File: src/rtl/stbc_pkg.sv
`timescale 1ns / 1ps

package stbc_pkg;

  // Code modes held in the configuration register
  typedef enum logic [1:0] {
    MODE_ALAMOUTI      = 2'd0,
    MODE_ALAMOUTI_SWAP = 2'd1,
    MODE_OSTBC3        = 2'd2,
    MODE_OSTBC4        = 2'd3
  } code_mode_t;

  localparam int NUM_ANT   = 4;
  localparam int NUM_SLOTS = 4;  // samples in the largest code block
  localparam int BUF_DEPTH = 3;  // the completing sample bypasses the buffer

  // Last row of a code block for each antenna family
  localparam logic [2:0] ROW_LAST_2ANT = 3'd1;
  localparam logic [2:0] ROW_LAST_4ANT = 3'd7;

  // Rows 0..3 of the four-antenna code: sample slot and negation per antenna.
  // The Alamouti modes use rows 0 and 1 of the same table.
  localparam logic [1:0] ROW_IDX [NUM_SLOTS][NUM_ANT] = '{
    '{2'd0, 2'd1, 2'd2, 2'd3},
    '{2'd1, 2'd0, 2'd3, 2'd2},
    '{2'd2, 2'd3, 2'd0, 2'd1},
    '{2'd3, 2'd2, 2'd1, 2'd0}
  };

  localparam logic ROW_NEG [NUM_SLOTS][NUM_ANT] = '{
    '{1'b0, 1'b0, 1'b0, 1'b0},
    '{1'b1, 1'b0, 1'b1, 1'b0},
    '{1'b1, 1'b0, 1'b0, 1'b1},
    '{1'b1, 1'b1, 1'b0, 1'b0}
  };

  // Handoff of a full block from the collector to the row generator
  typedef struct packed {
    logic       load;
    code_mode_t mode;
  } blk_ctrl_t;

  function automatic logic is_two_ant(input code_mode_t mode);
    return (mode == MODE_ALAMOUTI) || (mode == MODE_ALAMOUTI_SWAP);
  endfunction

endpackage

File: src/rtl/stbc_if.sv
`timescale 1ns / 1ps

// Complex sample channel
interface stbc_sample_if #(
  parameter int W = 16
);
  logic                valid;
  logic                ready;
  logic signed [W-1:0] sample_re;
  logic signed [W-1:0] sample_im;

  modport source (output valid, output sample_re, output sample_im, input ready);
  modport sink   (input valid, input sample_re, input sample_im, output ready);
endinterface

// Code row channel: one symbol per antenna
interface stbc_row_if #(
  parameter int W = 16
);
  logic                valid;
  logic                ready;
  logic signed [W-1:0] ant0_re;
  logic signed [W-1:0] ant0_im;
  logic signed [W-1:0] ant1_re;
  logic signed [W-1:0] ant1_im;
  logic signed [W-1:0] ant2_re;
  logic signed [W-1:0] ant2_im;
  logic signed [W-1:0] ant3_re;
  logic signed [W-1:0] ant3_im;
  logic [2:0]          row_index;
  logic                block_last;

  modport source (
    output valid, input ready,
    output ant0_re, output ant0_im, output ant1_re, output ant1_im,
    output ant2_re, output ant2_im, output ant3_re, output ant3_im,
    output row_index, output block_last
  );
  modport sink (
    input valid, output ready,
    input ant0_re, input ant0_im, input ant1_re, input ant1_im,
    input ant2_re, input ant2_im, input ant3_re, input ant3_im,
    input row_index, input block_last
  );
endinterface

File: src/rtl/stbc_collect.sv
`timescale 1ns / 1ps

// Gathers samples into a code block and hands full blocks to the row generator
module stbc_collect #(
  parameter int W = 16
) (
  input  logic                   clk,
  input  logic                   rst,
  input  logic                   in_valid,
  output logic                   in_ready,
  input  logic signed [W-1:0]    in_re,
  input  logic signed [W-1:0]    in_im,
  input  logic                   cfg_we,
  input  logic [1:0]             cfg_wdata,
  input  logic                   gen_free,
  output stbc_pkg::blk_ctrl_t    blk_ctrl,
  output logic signed [W-1:0]    blk_re [stbc_pkg::NUM_SLOTS],
  output logic signed [W-1:0]    blk_im [stbc_pkg::NUM_SLOTS]
);
  import stbc_pkg::*;

  code_mode_t          code_mode;
  logic [1:0]          fill_count;
  logic signed [W-1:0] sbuf_re [BUF_DEPTH];
  logic signed [W-1:0] sbuf_im [BUF_DEPTH];
  logic                two_ant;
  logic                last_slot;
  logic                accept;

  assign two_ant   = is_two_ant(code_mode);
  assign last_slot = two_ant ? (fill_count == 2'd1) : (fill_count == 2'd3);
  // the completing sample stalls only while the generator still holds a block
  assign in_ready  = !last_slot || gen_free;
  assign accept    = in_valid && in_ready;

  // control: mode register and fill count
  always_ff @(posedge clk) begin
    if (rst) begin
      code_mode  <= MODE_ALAMOUTI;
      fill_count <= '0;
    end else if (cfg_we) begin
      code_mode  <= code_mode_t'(cfg_wdata);
      fill_count <= '0;
    end else if (accept) begin
      fill_count <= last_slot ? 2'd0 : fill_count + 2'd1;
    end
  end

  // sample buffer, one write port
  always_ff @(posedge clk) begin
    if (accept && !last_slot) begin
      sbuf_re[fill_count] <= in_re;
      sbuf_im[fill_count] <= in_im;
    end
  end

  // block view: the incoming sample completes the block
  assign blk_ctrl.load = accept && last_slot;
  assign blk_ctrl.mode = code_mode;

  assign blk_re[0] = sbuf_re[0];
  assign blk_im[0] = sbuf_im[0];
  assign blk_re[1] = two_ant ? in_re : sbuf_re[1];
  assign blk_im[1] = two_ant ? in_im : sbuf_im[1];
  assign blk_re[2] = sbuf_re[2];
  assign blk_im[2] = sbuf_im[2];
  assign blk_re[3] = in_re;
  assign blk_im[3] = in_im;

endmodule

File: src/rtl/stbc_rowgen.sv
`timescale 1ns / 1ps

// Holds one code block; rows leave an output register, one per cycle unless stalled
module stbc_rowgen #(
  parameter int W = 16
) (
  input  logic                   clk,
  input  logic                   rst,
  input  stbc_pkg::blk_ctrl_t    blk_ctrl,
  input  logic signed [W-1:0]    blk_re [stbc_pkg::NUM_SLOTS],
  input  logic signed [W-1:0]    blk_im [stbc_pkg::NUM_SLOTS],
  output logic                   gen_free,
  output logic                   out_valid,
  input  logic                   out_ready,
  output logic signed [W-1:0]    ant_re [stbc_pkg::NUM_ANT],
  output logic signed [W-1:0]    ant_im [stbc_pkg::NUM_ANT],
  output logic [2:0]             row_index,
  output logic                   block_last
);
  import stbc_pkg::*;

  localparam logic signed [W-1:0] S_MAX = {1'b0, {(W-1){1'b1}}};
  localparam logic signed [W-1:0] S_MIN = {1'b1, {(W-1){1'b0}}};

  logic signed [W-1:0] hold_re [NUM_SLOTS];
  logic signed [W-1:0] hold_im [NUM_SLOTS];
  code_mode_t          mode;
  logic                gen_valid;
  logic [2:0]          row;
  logic                two_ant;
  logic                last_row;
  logic                fire;
  logic                conj;
  logic [1:0]          trow;
  logic signed [W-1:0] lane_re [NUM_ANT];
  logic signed [W-1:0] lane_im [NUM_ANT];

  function automatic logic signed [W-1:0] neg_sat(input logic signed [W-1:0] x);
    return (x == S_MIN) ? S_MAX : -x;
  endfunction

  assign two_ant  = is_two_ant(mode);
  assign last_row = two_ant ? (row == ROW_LAST_2ANT) : (row == ROW_LAST_4ANT);
  assign fire     = gen_valid && (!out_valid || out_ready);
  assign gen_free = !gen_valid || (fire && last_row);
  assign conj     = two_ant ? row[0] : row[2];
  assign trow     = two_ant ? {1'b0, row[0]} : row[1:0];

  // block register, loaded when the collector completes a block
  always_ff @(posedge clk) begin
    if (blk_ctrl.load && gen_free) begin
      hold_re <= blk_re;
      hold_im <= blk_im;
      mode    <= blk_ctrl.mode;
    end
  end

  // row sequencer
  always_ff @(posedge clk) begin
    if (rst) begin
      gen_valid <= 1'b0;
      row       <= '0;
    end else if (blk_ctrl.load && gen_free) begin
      gen_valid <= 1'b1;
      row       <= '0;
    end else if (fire) begin
      gen_valid <= !last_row;
      row       <= last_row ? 3'd0 : row + 3'd1;
    end
  end

  // per-antenna symbol: sample slot, optional negation and conjugation
  for (genvar a = 0; a < NUM_ANT; a++) begin : g_lane
    logic                neg;
    logic                en;
    logic [1:0]          idx;
    logic signed [W-1:0] s_re;
    logic signed [W-1:0] s_im;

    assign idx  = ROW_IDX[trow][a];
    // swapped Alamouti moves the minus sign to antenna 1 on the second row
    assign neg  = ROW_NEG[trow][a] ^ ((mode == MODE_ALAMOUTI_SWAP) && row[0] && (a < 2));
    assign en   = (a < 2) || ((a == 2) && !two_ant) || (mode == MODE_OSTBC4);
    assign s_re = hold_re[idx];
    assign s_im = hold_im[idx];

    always_comb begin
      lane_re[a] = '0;
      lane_im[a] = '0;
      if (en) begin
        lane_re[a] = neg ? neg_sat(s_re) : s_re;
        lane_im[a] = (neg ^ conj) ? neg_sat(s_im) : s_im;
      end
    end
  end

  // output register
  always_ff @(posedge clk) begin
    if (rst) begin
      out_valid <= 1'b0;
    end else if (fire) begin
      out_valid <= 1'b1;
    end else if (out_ready) begin
      out_valid <= 1'b0;
    end
  end

  always_ff @(posedge clk) begin
    if (fire) begin
      ant_re     <= lane_re;
      ant_im     <= lane_im;
      row_index  <= row;
      block_last <= last_row;
    end
  end

endmodule

File: src/rtl/stbc_encoder_multi_mode.sv
`timescale 1ns / 1ps
// The first row of a block passes the block register and then the output register after
// the transfer of its last sample. The collector takes one sample transfer per cycle
// unless the completing sample waits for the row generator; rows leave one per cycle from
// the output register while ready is high, 8 rows per 4 samples in the 3/4-antenna modes.
// Reset (rst, synchronous): mode Alamouti, fill count cleared, no rows pending.
module stbc_encoder_multi_mode #(
  parameter int SAMPLE_WIDTH = 16
) (
  input  logic          clk,
  input  logic          rst,
  stbc_sample_if.sink   sample_in,
  stbc_row_if.source    row_out,
  input  logic          cfg_we,
  input  logic [1:0]    cfg_wdata
);
  import stbc_pkg::*;

  blk_ctrl_t                     blk_ctrl;
  logic                          gen_free;
  logic signed [SAMPLE_WIDTH-1:0] blk_re [NUM_SLOTS];
  logic signed [SAMPLE_WIDTH-1:0] blk_im [NUM_SLOTS];
  logic signed [SAMPLE_WIDTH-1:0] ant_re [NUM_ANT];
  logic signed [SAMPLE_WIDTH-1:0] ant_im [NUM_ANT];

  stbc_collect #(.W(SAMPLE_WIDTH)) u_collect (
    .clk       (clk),
    .rst       (rst),
    .in_valid  (sample_in.valid),
    .in_ready  (sample_in.ready),
    .in_re     (sample_in.sample_re),
    .in_im     (sample_in.sample_im),
    .cfg_we    (cfg_we),
    .cfg_wdata (cfg_wdata),
    .gen_free  (gen_free),
    .blk_ctrl  (blk_ctrl),
    .blk_re    (blk_re),
    .blk_im    (blk_im)
  );

  stbc_rowgen #(.W(SAMPLE_WIDTH)) u_rowgen (
    .clk        (clk),
    .rst        (rst),
    .blk_ctrl   (blk_ctrl),
    .blk_re     (blk_re),
    .blk_im     (blk_im),
    .gen_free   (gen_free),
    .out_valid  (row_out.valid),
    .out_ready  (row_out.ready),
    .ant_re     (ant_re),
    .ant_im     (ant_im),
    .row_index  (row_out.row_index),
    .block_last (row_out.block_last)
  );

  assign row_out.ant0_re = ant_re[0];
  assign row_out.ant0_im = ant_im[0];
  assign row_out.ant1_re = ant_re[1];
  assign row_out.ant1_im = ant_im[1];
  assign row_out.ant2_re = ant_re[2];
  assign row_out.ant2_im = ant_im[2];
  assign row_out.ant3_re = ant_re[3];
  assign row_out.ant3_im = ant_im[3];

endmodule

File: src/flat_wrapper.sv
// flat-port wrapper written by rule: the top's interface ports become plain ports
module stbc_encoder_multi_mode_flat import stbc_pkg::*;
#(
  parameter int SAMPLE_WIDTH = 16
)
  (clk, rst, cfg_we, cfg_wdata, sample_in_valid, sample_in_sample_re, sample_in_sample_im, sample_in_ready, row_out_valid, row_out_ready, row_out_ant0_re, row_out_ant0_im, row_out_ant1_re, row_out_ant1_im, row_out_ant2_re, row_out_ant2_im, row_out_ant3_re, row_out_ant3_im, row_out_row_index, row_out_block_last);
  stbc_sample_if #(.W((16))) sample_in_i ();
  stbc_row_if #(.W((16))) row_out_i ();
  input  logic clk;
  input  logic rst;
  input  logic cfg_we;
  input  logic [1:0] cfg_wdata;
  input wire logic [$bits(sample_in_i.valid)-1:0] sample_in_valid;
  input wire logic [$bits(sample_in_i.sample_re)-1:0] sample_in_sample_re;
  input wire logic [$bits(sample_in_i.sample_im)-1:0] sample_in_sample_im;
  output wire logic [$bits(sample_in_i.ready)-1:0] sample_in_ready;
  output wire logic [$bits(row_out_i.valid)-1:0] row_out_valid;
  input wire logic [$bits(row_out_i.ready)-1:0] row_out_ready;
  output wire logic [$bits(row_out_i.ant0_re)-1:0] row_out_ant0_re;
  output wire logic [$bits(row_out_i.ant0_im)-1:0] row_out_ant0_im;
  output wire logic [$bits(row_out_i.ant1_re)-1:0] row_out_ant1_re;
  output wire logic [$bits(row_out_i.ant1_im)-1:0] row_out_ant1_im;
  output wire logic [$bits(row_out_i.ant2_re)-1:0] row_out_ant2_re;
  output wire logic [$bits(row_out_i.ant2_im)-1:0] row_out_ant2_im;
  output wire logic [$bits(row_out_i.ant3_re)-1:0] row_out_ant3_re;
  output wire logic [$bits(row_out_i.ant3_im)-1:0] row_out_ant3_im;
  output wire logic [$bits(row_out_i.row_index)-1:0] row_out_row_index;
  output wire logic [$bits(row_out_i.block_last)-1:0] row_out_block_last;
  assign sample_in_i.valid = sample_in_valid;
  assign sample_in_i.sample_re = sample_in_sample_re;
  assign sample_in_i.sample_im = sample_in_sample_im;
  assign sample_in_ready = sample_in_i.ready;
  assign row_out_valid = row_out_i.valid;
  assign row_out_i.ready = row_out_ready;
  assign row_out_ant0_re = row_out_i.ant0_re;
  assign row_out_ant0_im = row_out_i.ant0_im;
  assign row_out_ant1_re = row_out_i.ant1_re;
  assign row_out_ant1_im = row_out_i.ant1_im;
  assign row_out_ant2_re = row_out_i.ant2_re;
  assign row_out_ant2_im = row_out_i.ant2_im;
  assign row_out_ant3_re = row_out_i.ant3_re;
  assign row_out_ant3_im = row_out_i.ant3_im;
  assign row_out_row_index = row_out_i.row_index;
  assign row_out_block_last = row_out_i.block_last;
  stbc_encoder_multi_mode #(.SAMPLE_WIDTH(SAMPLE_WIDTH)) u_core (.clk(clk), .rst(rst), .sample_in(sample_in_i), .row_out(row_out_i), .cfg_we(cfg_we), .cfg_wdata(cfg_wdata));
endmodule
File: config.mk
export PLATFORM = sky130hd
export DESIGN_NAME = stbc_encoder_multi_mode_flat
export DESIGN_NICKNAME = d
export VERILOG_FILES = /design/src/rtl/stbc_pkg.sv /design/src/rtl/stbc_if.sv /design/src/rtl/stbc_collect.sv /design/src/rtl/stbc_rowgen.sv /design/src/rtl/stbc_encoder_multi_mode.sv /design/src/flat_wrapper.sv
export SDC_FILE = /design/constraint.sdc
export NUM_CORES = 1
export LEC_CHECK = 0
export BUFFER_PORTS_ARGS = -buffer_cell sky130_fd_sc_hd__buf_2
export CORE_UTILIZATION = 25
export DETAILED_ROUTE_END_ITERATION = 16
export GPL_ROUTABILITY_DRIVEN = 0
export SLEW_MARGIN = 20
export SYNTH_ARGS = -nofsm -noshare
export SYNTH_HDL_FRONTEND = slang
export SYNTH_HIERARCHICAL = 1
export SYNTH_SLANG_ARGS = --single-unit
File: constraint.sdc
create_clock -name clk -period 5.3 [get_ports clk]
set_input_delay 1.325 -clock clk [delete_from_list [all_inputs] [get_ports clk]]
set_output_delay 1.325 -clock clk [all_outputs]
set_load 0.05 [all_outputs]
==> key figures <==
Detailed routing
  – Detailed-router iteration count before antenna repair: 6
  – Routed vias/inst: a little over 5
  – Final antenna-violating net count: 0
  – DRC violation count after routing: 0
  – Routed len/inst: 21.3 um
  – Number of vias in the routed layout: 14,300
  – Final routed wirelength across all metal layers: 59,500 um
  – Detailed Route Iter0 Violations: 1,730

Timing
  – Final setup violating endpoints: 0
  – Minimum setup slack in the final design: between 0.8 and 0.9 ns
  – Final critical delay including setup and external delays: between 4 and 5 ns
  – F_max: between 200 and 250 MHz
  – Summed negative setup slack over all endpoints: 0 ns
  – Slew headroom: 0.311
  – Max-slew violation total from the final report: 0
  – RSZ-0062 raised after global routing: no
  – Final worst path period share: 0.847
  – Hold Vio Cnt, Final: 0
  – Clock Skews: approximately 0.016 ns
  – Transition time of the tightest slew-check pin: 1.01 ns

CTS
  – Number of clock buffers inserted by TritonCTS: 38
  – Clock transition at the register clock pins on the worst setup and hold paths after CTS: 0.06 ns
  – Worst-case clock buffer depth: 3
  – # H-tree levels: 2
  – Insertion delay of the later-clocked pin in the worst-skew pair: between 0.5 and 0.6 ns
  – Total setup buffers inserted after CTS: 0
  – CTS tree: done
  – Count of cells resized by post-cts repair: 0
  – Total number of clock tree sinks: ~370
  – Hold bufs inserted after CTS: 0
  – Clock root cell: sky130_fd_sc_hd__clkbuf_16

Setup path
  – Critical path fanouts, max: 52
  – Critical setup path kind: flip-flop to output pin
  – Launching element type of the critical path: flip-flop
  – RR Endpoint: u_core/u_rowgen/ant_im[5]$_SDFFCE_PN0P_
  – Capturing element type of the critical path: output pin
  – Critical path arrival: 3.17 ns
  – Startpoint of the worst-slack reg-to-reg timing path: u_core/u_rowgen/row[0]$_SDFFE_PP0P_
  – Count of cells along the worst register-to-register path: 6
  – Internal reg-to-reg setup slack: about 1.3 ns
  – Data required time of the worst path: 3.97 ns

Yosys
  – Count of state elements after synthesis: 367
  – Syn_nets: 1,644
  – Area of the mapped netlist: 20,300 um^2
  – Post-synthesis area per instance: 12.8 um^2
  – Most frequent cell after synthesis: sky130_fd_sc_hd__edfxtp_1
  – Syn Inst Count: 1,592
  – Fraction of registers with async set/reset: 0
  – Most instantiated flip-flop cell in the synthesis netlist: sky130_fd_sc_hd__edfxtp_1
  – Leading post-synthesis cells by instance count: sky130_fd_sc_hd__edfxtp_1 (358), sky130_fd_sc_hd__nor2_1 (129), sky130_fd_sc_hd__nand2_1 (119)
  – Number of enable flip-flop cells after synthesis: 358
  – Number of distinct standard cells referenced by the synthesized netlist: 82
  – Ranking of synthesized cells by area: sky130_fd_sc_hd__edfxtp_1 (53%), sky130_fd_sc_hd__mux4_2 (8.8%), sky130_fd_sc_hd__mux2i_1 (5.6%), sky130_fd_sc_hd__mux2_2 (2.8%), sky130_fd_sc_hd__nor2_1 (2.4%)
  – Portion of the post-synthesis area used by sequential elements: 0.538
  – Cell type with the highest aggregate area in the netlist: sky130_fd_sc_hd__edfxtp_1
  – YS warnings: 6
  – Proportion of netlist area held by the largest area contributor: 0.529

GRT
  – First-pass GRT wire length: 89,200 um
  – Initial antenna violation count: 15
  – Remaining global-route overflow: 0
  – Global router's overall resource usage: 0.142
  – Pin count of the biggest net entering global routing: 134
  – Via count of the first global-routing pass: 13,800

Power and ir drop
  – Maximum vdd ir drop: around 0.19 mV
  – Static Leakage: 7.89 nW
  – Power density relative to cell area: approximately 280 nW/um^2

Die
  – Floorplan die area: 82,500 um^2
  – Standard-cell row count: around 100
  – Core Box Area: 80,500 um^2
  – Horizontal die dimension: 287 um
  – Chip height: 287 um
  – Boundary Pins: around 170
  – Starting Density: 0.252

Hold path
  – Origin of the worst min-delay path: u_core/u_collect/sbuf_re[0][3]$_DFFE_PP_
  – Hold Path Depth: 0
  – Endpoint with the worst hold slack: u_core/u_rowgen/hold_re[51]$_DFFE_PP_
  – Kind of path behind the tightest hold check: flip-flop to flip-flop

Placement
  – Area after DPL: 22,100 um^2
  – Count of buffers inserted at the top-level ports: 172
  – Pre-CTS setup slack: about 1.4 ns
  – Total half-perimeter wirelength after legalization and detailed placement: 44,300 um

Cells and area
  – Net total in the final layout: around 1,800
  – Area taken by flip-flops and latches: 10,900 um^2
  – Area taken by multi-input logic gates: roughly 8600 um^2
  – Share of post-route cells with drive strength above 1: 0.237
  – Layout overhead on the synthesized area: 14.2%
  – Layout filler cell count: just over 8,000
  – Cell area after layout: 23,200 um^2

Flow run
  – Max-cap viol count: 0

Run status
  – Outcome: finished clean
report_power, final:
part | internal [mW] | total (mW) | switching [mW]
sequential | 3.27 | 3.33 | 0.0581
combinational | 0.192 | 0.556 | 0.364
clock | 1.41 | 2.51 | 1.10
total | 4.88 | 6.40 | 1.52
state kept, by name, indices dropped and copies added (netlist names), 3 cells and up:
| register | count |
|---|---|
| u_core/u_rowgen/ant_im | 64 |
| u_core/u_rowgen/ant_re | 64 |
| u_core/u_rowgen/hold_im | 64 |
| u_core/u_rowgen/hold_re | 64 |
| u_core/u_collect/sbuf_im | 48 |
| u_core/u_collect/sbuf_re | 48 |
| u_core/u_rowgen/row | 3 |
| u_core/u_rowgen/row_index | 3 |
final cells by class:
| type | instances | share of cell area |
|---|---|---|
| Sequential cell | 367 | 0.471 |
| Clock inverter | 13 | 0.00533 |
| Timing Repair Buffer | 199 | 0.0469 |
| Inverter | 29 | 0.00490 |
| Tap cell | 1060 | 0.0571 |
| Clock buffer | 52 | 0.0441 |
| Multi-Input combinational cell | 1076 | 0.371 |
| Antenna cell | 1 | 0.000108 |
critical path, stage by stage, from the launching register on:
cell	delay [ns]
sky130_fd_sc_hd__dfxtp_4	0.80
sky130_fd_sc_hd__inv_2	0.32
sky130_fd_sc_hd__nor2_1	0.17
sky130_fd_sc_hd__o21ai_0	0.32
sky130_fd_sc_hd__o21ai_0	0.48
sky130_fd_sc_hd__nand3b_1	0.19
sky130_fd_sc_hd__buf_2	0.30
layout by cell type (no fill, tap or decap), drive strengths merged, types with 18 or more instances in the layout:
| master | netlist | final |
|---|---|---|
| buf | 85 | 198 |
| nor3 | 47 | 47 |
| mux2i | 113 | 113 |
| o21ai | 53 | 53 |
| or2 | 18 | 18 |
| mux4 | 83 | 83 |
| nand2 | 119 | 119 |
| edfxtp | 358 | 358 |
| inv | 28 | 29 |
| a21oi | 75 | 75 |
| xnor2 | 44 | 44 |
| nor2 | 129 | 129 |
| mux2 | 50 | 50 |
| clkbuf | 35 | 53 |
| nor3b | 21 | 21 |
| a211oi | 22 | 22 |
| o21a | 20 | 20 |
| xor2 | 32 | 32 |
| nand3 | 20 | 20 |
metrics by stage:
step / utilization / hold slack, ns / cells / total power, mW
after floorplan: - / 0.400 / 1592 / 3.78
after global placement: 0.274 / 0.403 / 2730 / 3.93
after detailed placement: 0.274 / 0.405 / 2730 / 3.94
after CTS: 0.288 / 0.417 / 2795 / 6.48
after global routing: 0.288 / 0.421 / 2796 / 6.63
final: 0.288 / 0.415 / 2797 / 6.40
kinds of logic (layout without fill, tap and decap cells):
| family | count (synthesis) | count (layout) | share of synthesized area |
|---|---|---|---|
| multiplexers | 246 | 246 | 0.176 |
| buffers and inverters | 149 | 293 | 0.0403 |
| flip-flops | 367 | 367 | 0.538 |
| adder cells (fa/ha/maj) | 13 | 13 | 0.00800 |
| XOR/XNOR | 76 | 76 | 0.0331 |
| AND/OR/NAND/NOR | 456 | 456 | 0.112 |
| AO/OA/AOI/OAI | 285 | 285 | 0.0929 |
| other | 0 | 1 | 0 |
per-layer routing:
metal	vias up	global-route usage	part of all wire
met5	-	0	0.0023
met4	26	0.0559	0.041
met3	168	0.0360	0.086
met2	676	0.213	0.44
met1	7027	0.195	0.43
li1	6399	-	-
worst max path at each step:
stage / startpoint / cells past startpoint / endpoint
final: u_core/u_rowgen/row[0]$_SDFFE_PP0P_ / 6 / sample_in_ready
after global routing: u_core/u_rowgen/row[0]$_SDFFE_PP0P_ / 6 / sample_in_ready
after CTS: u_core/u_rowgen/row[0]$_SDFFE_PP0P_ / 6 / sample_in_ready
after detailed placement: u_core/u_rowgen/row[0]$_SDFFE_PP0P_ / 6 / u_core/u_rowgen/ant_im[5]$_SDFFCE_PN0P_
after global placement: row_out_ready / 6 / sample_in_ready
after floorplan: row_out_ready / 6 / u_core/u_rowgen/row[2]$_SDFFE_PP0P_
Power figures use the tool's default switching activity.
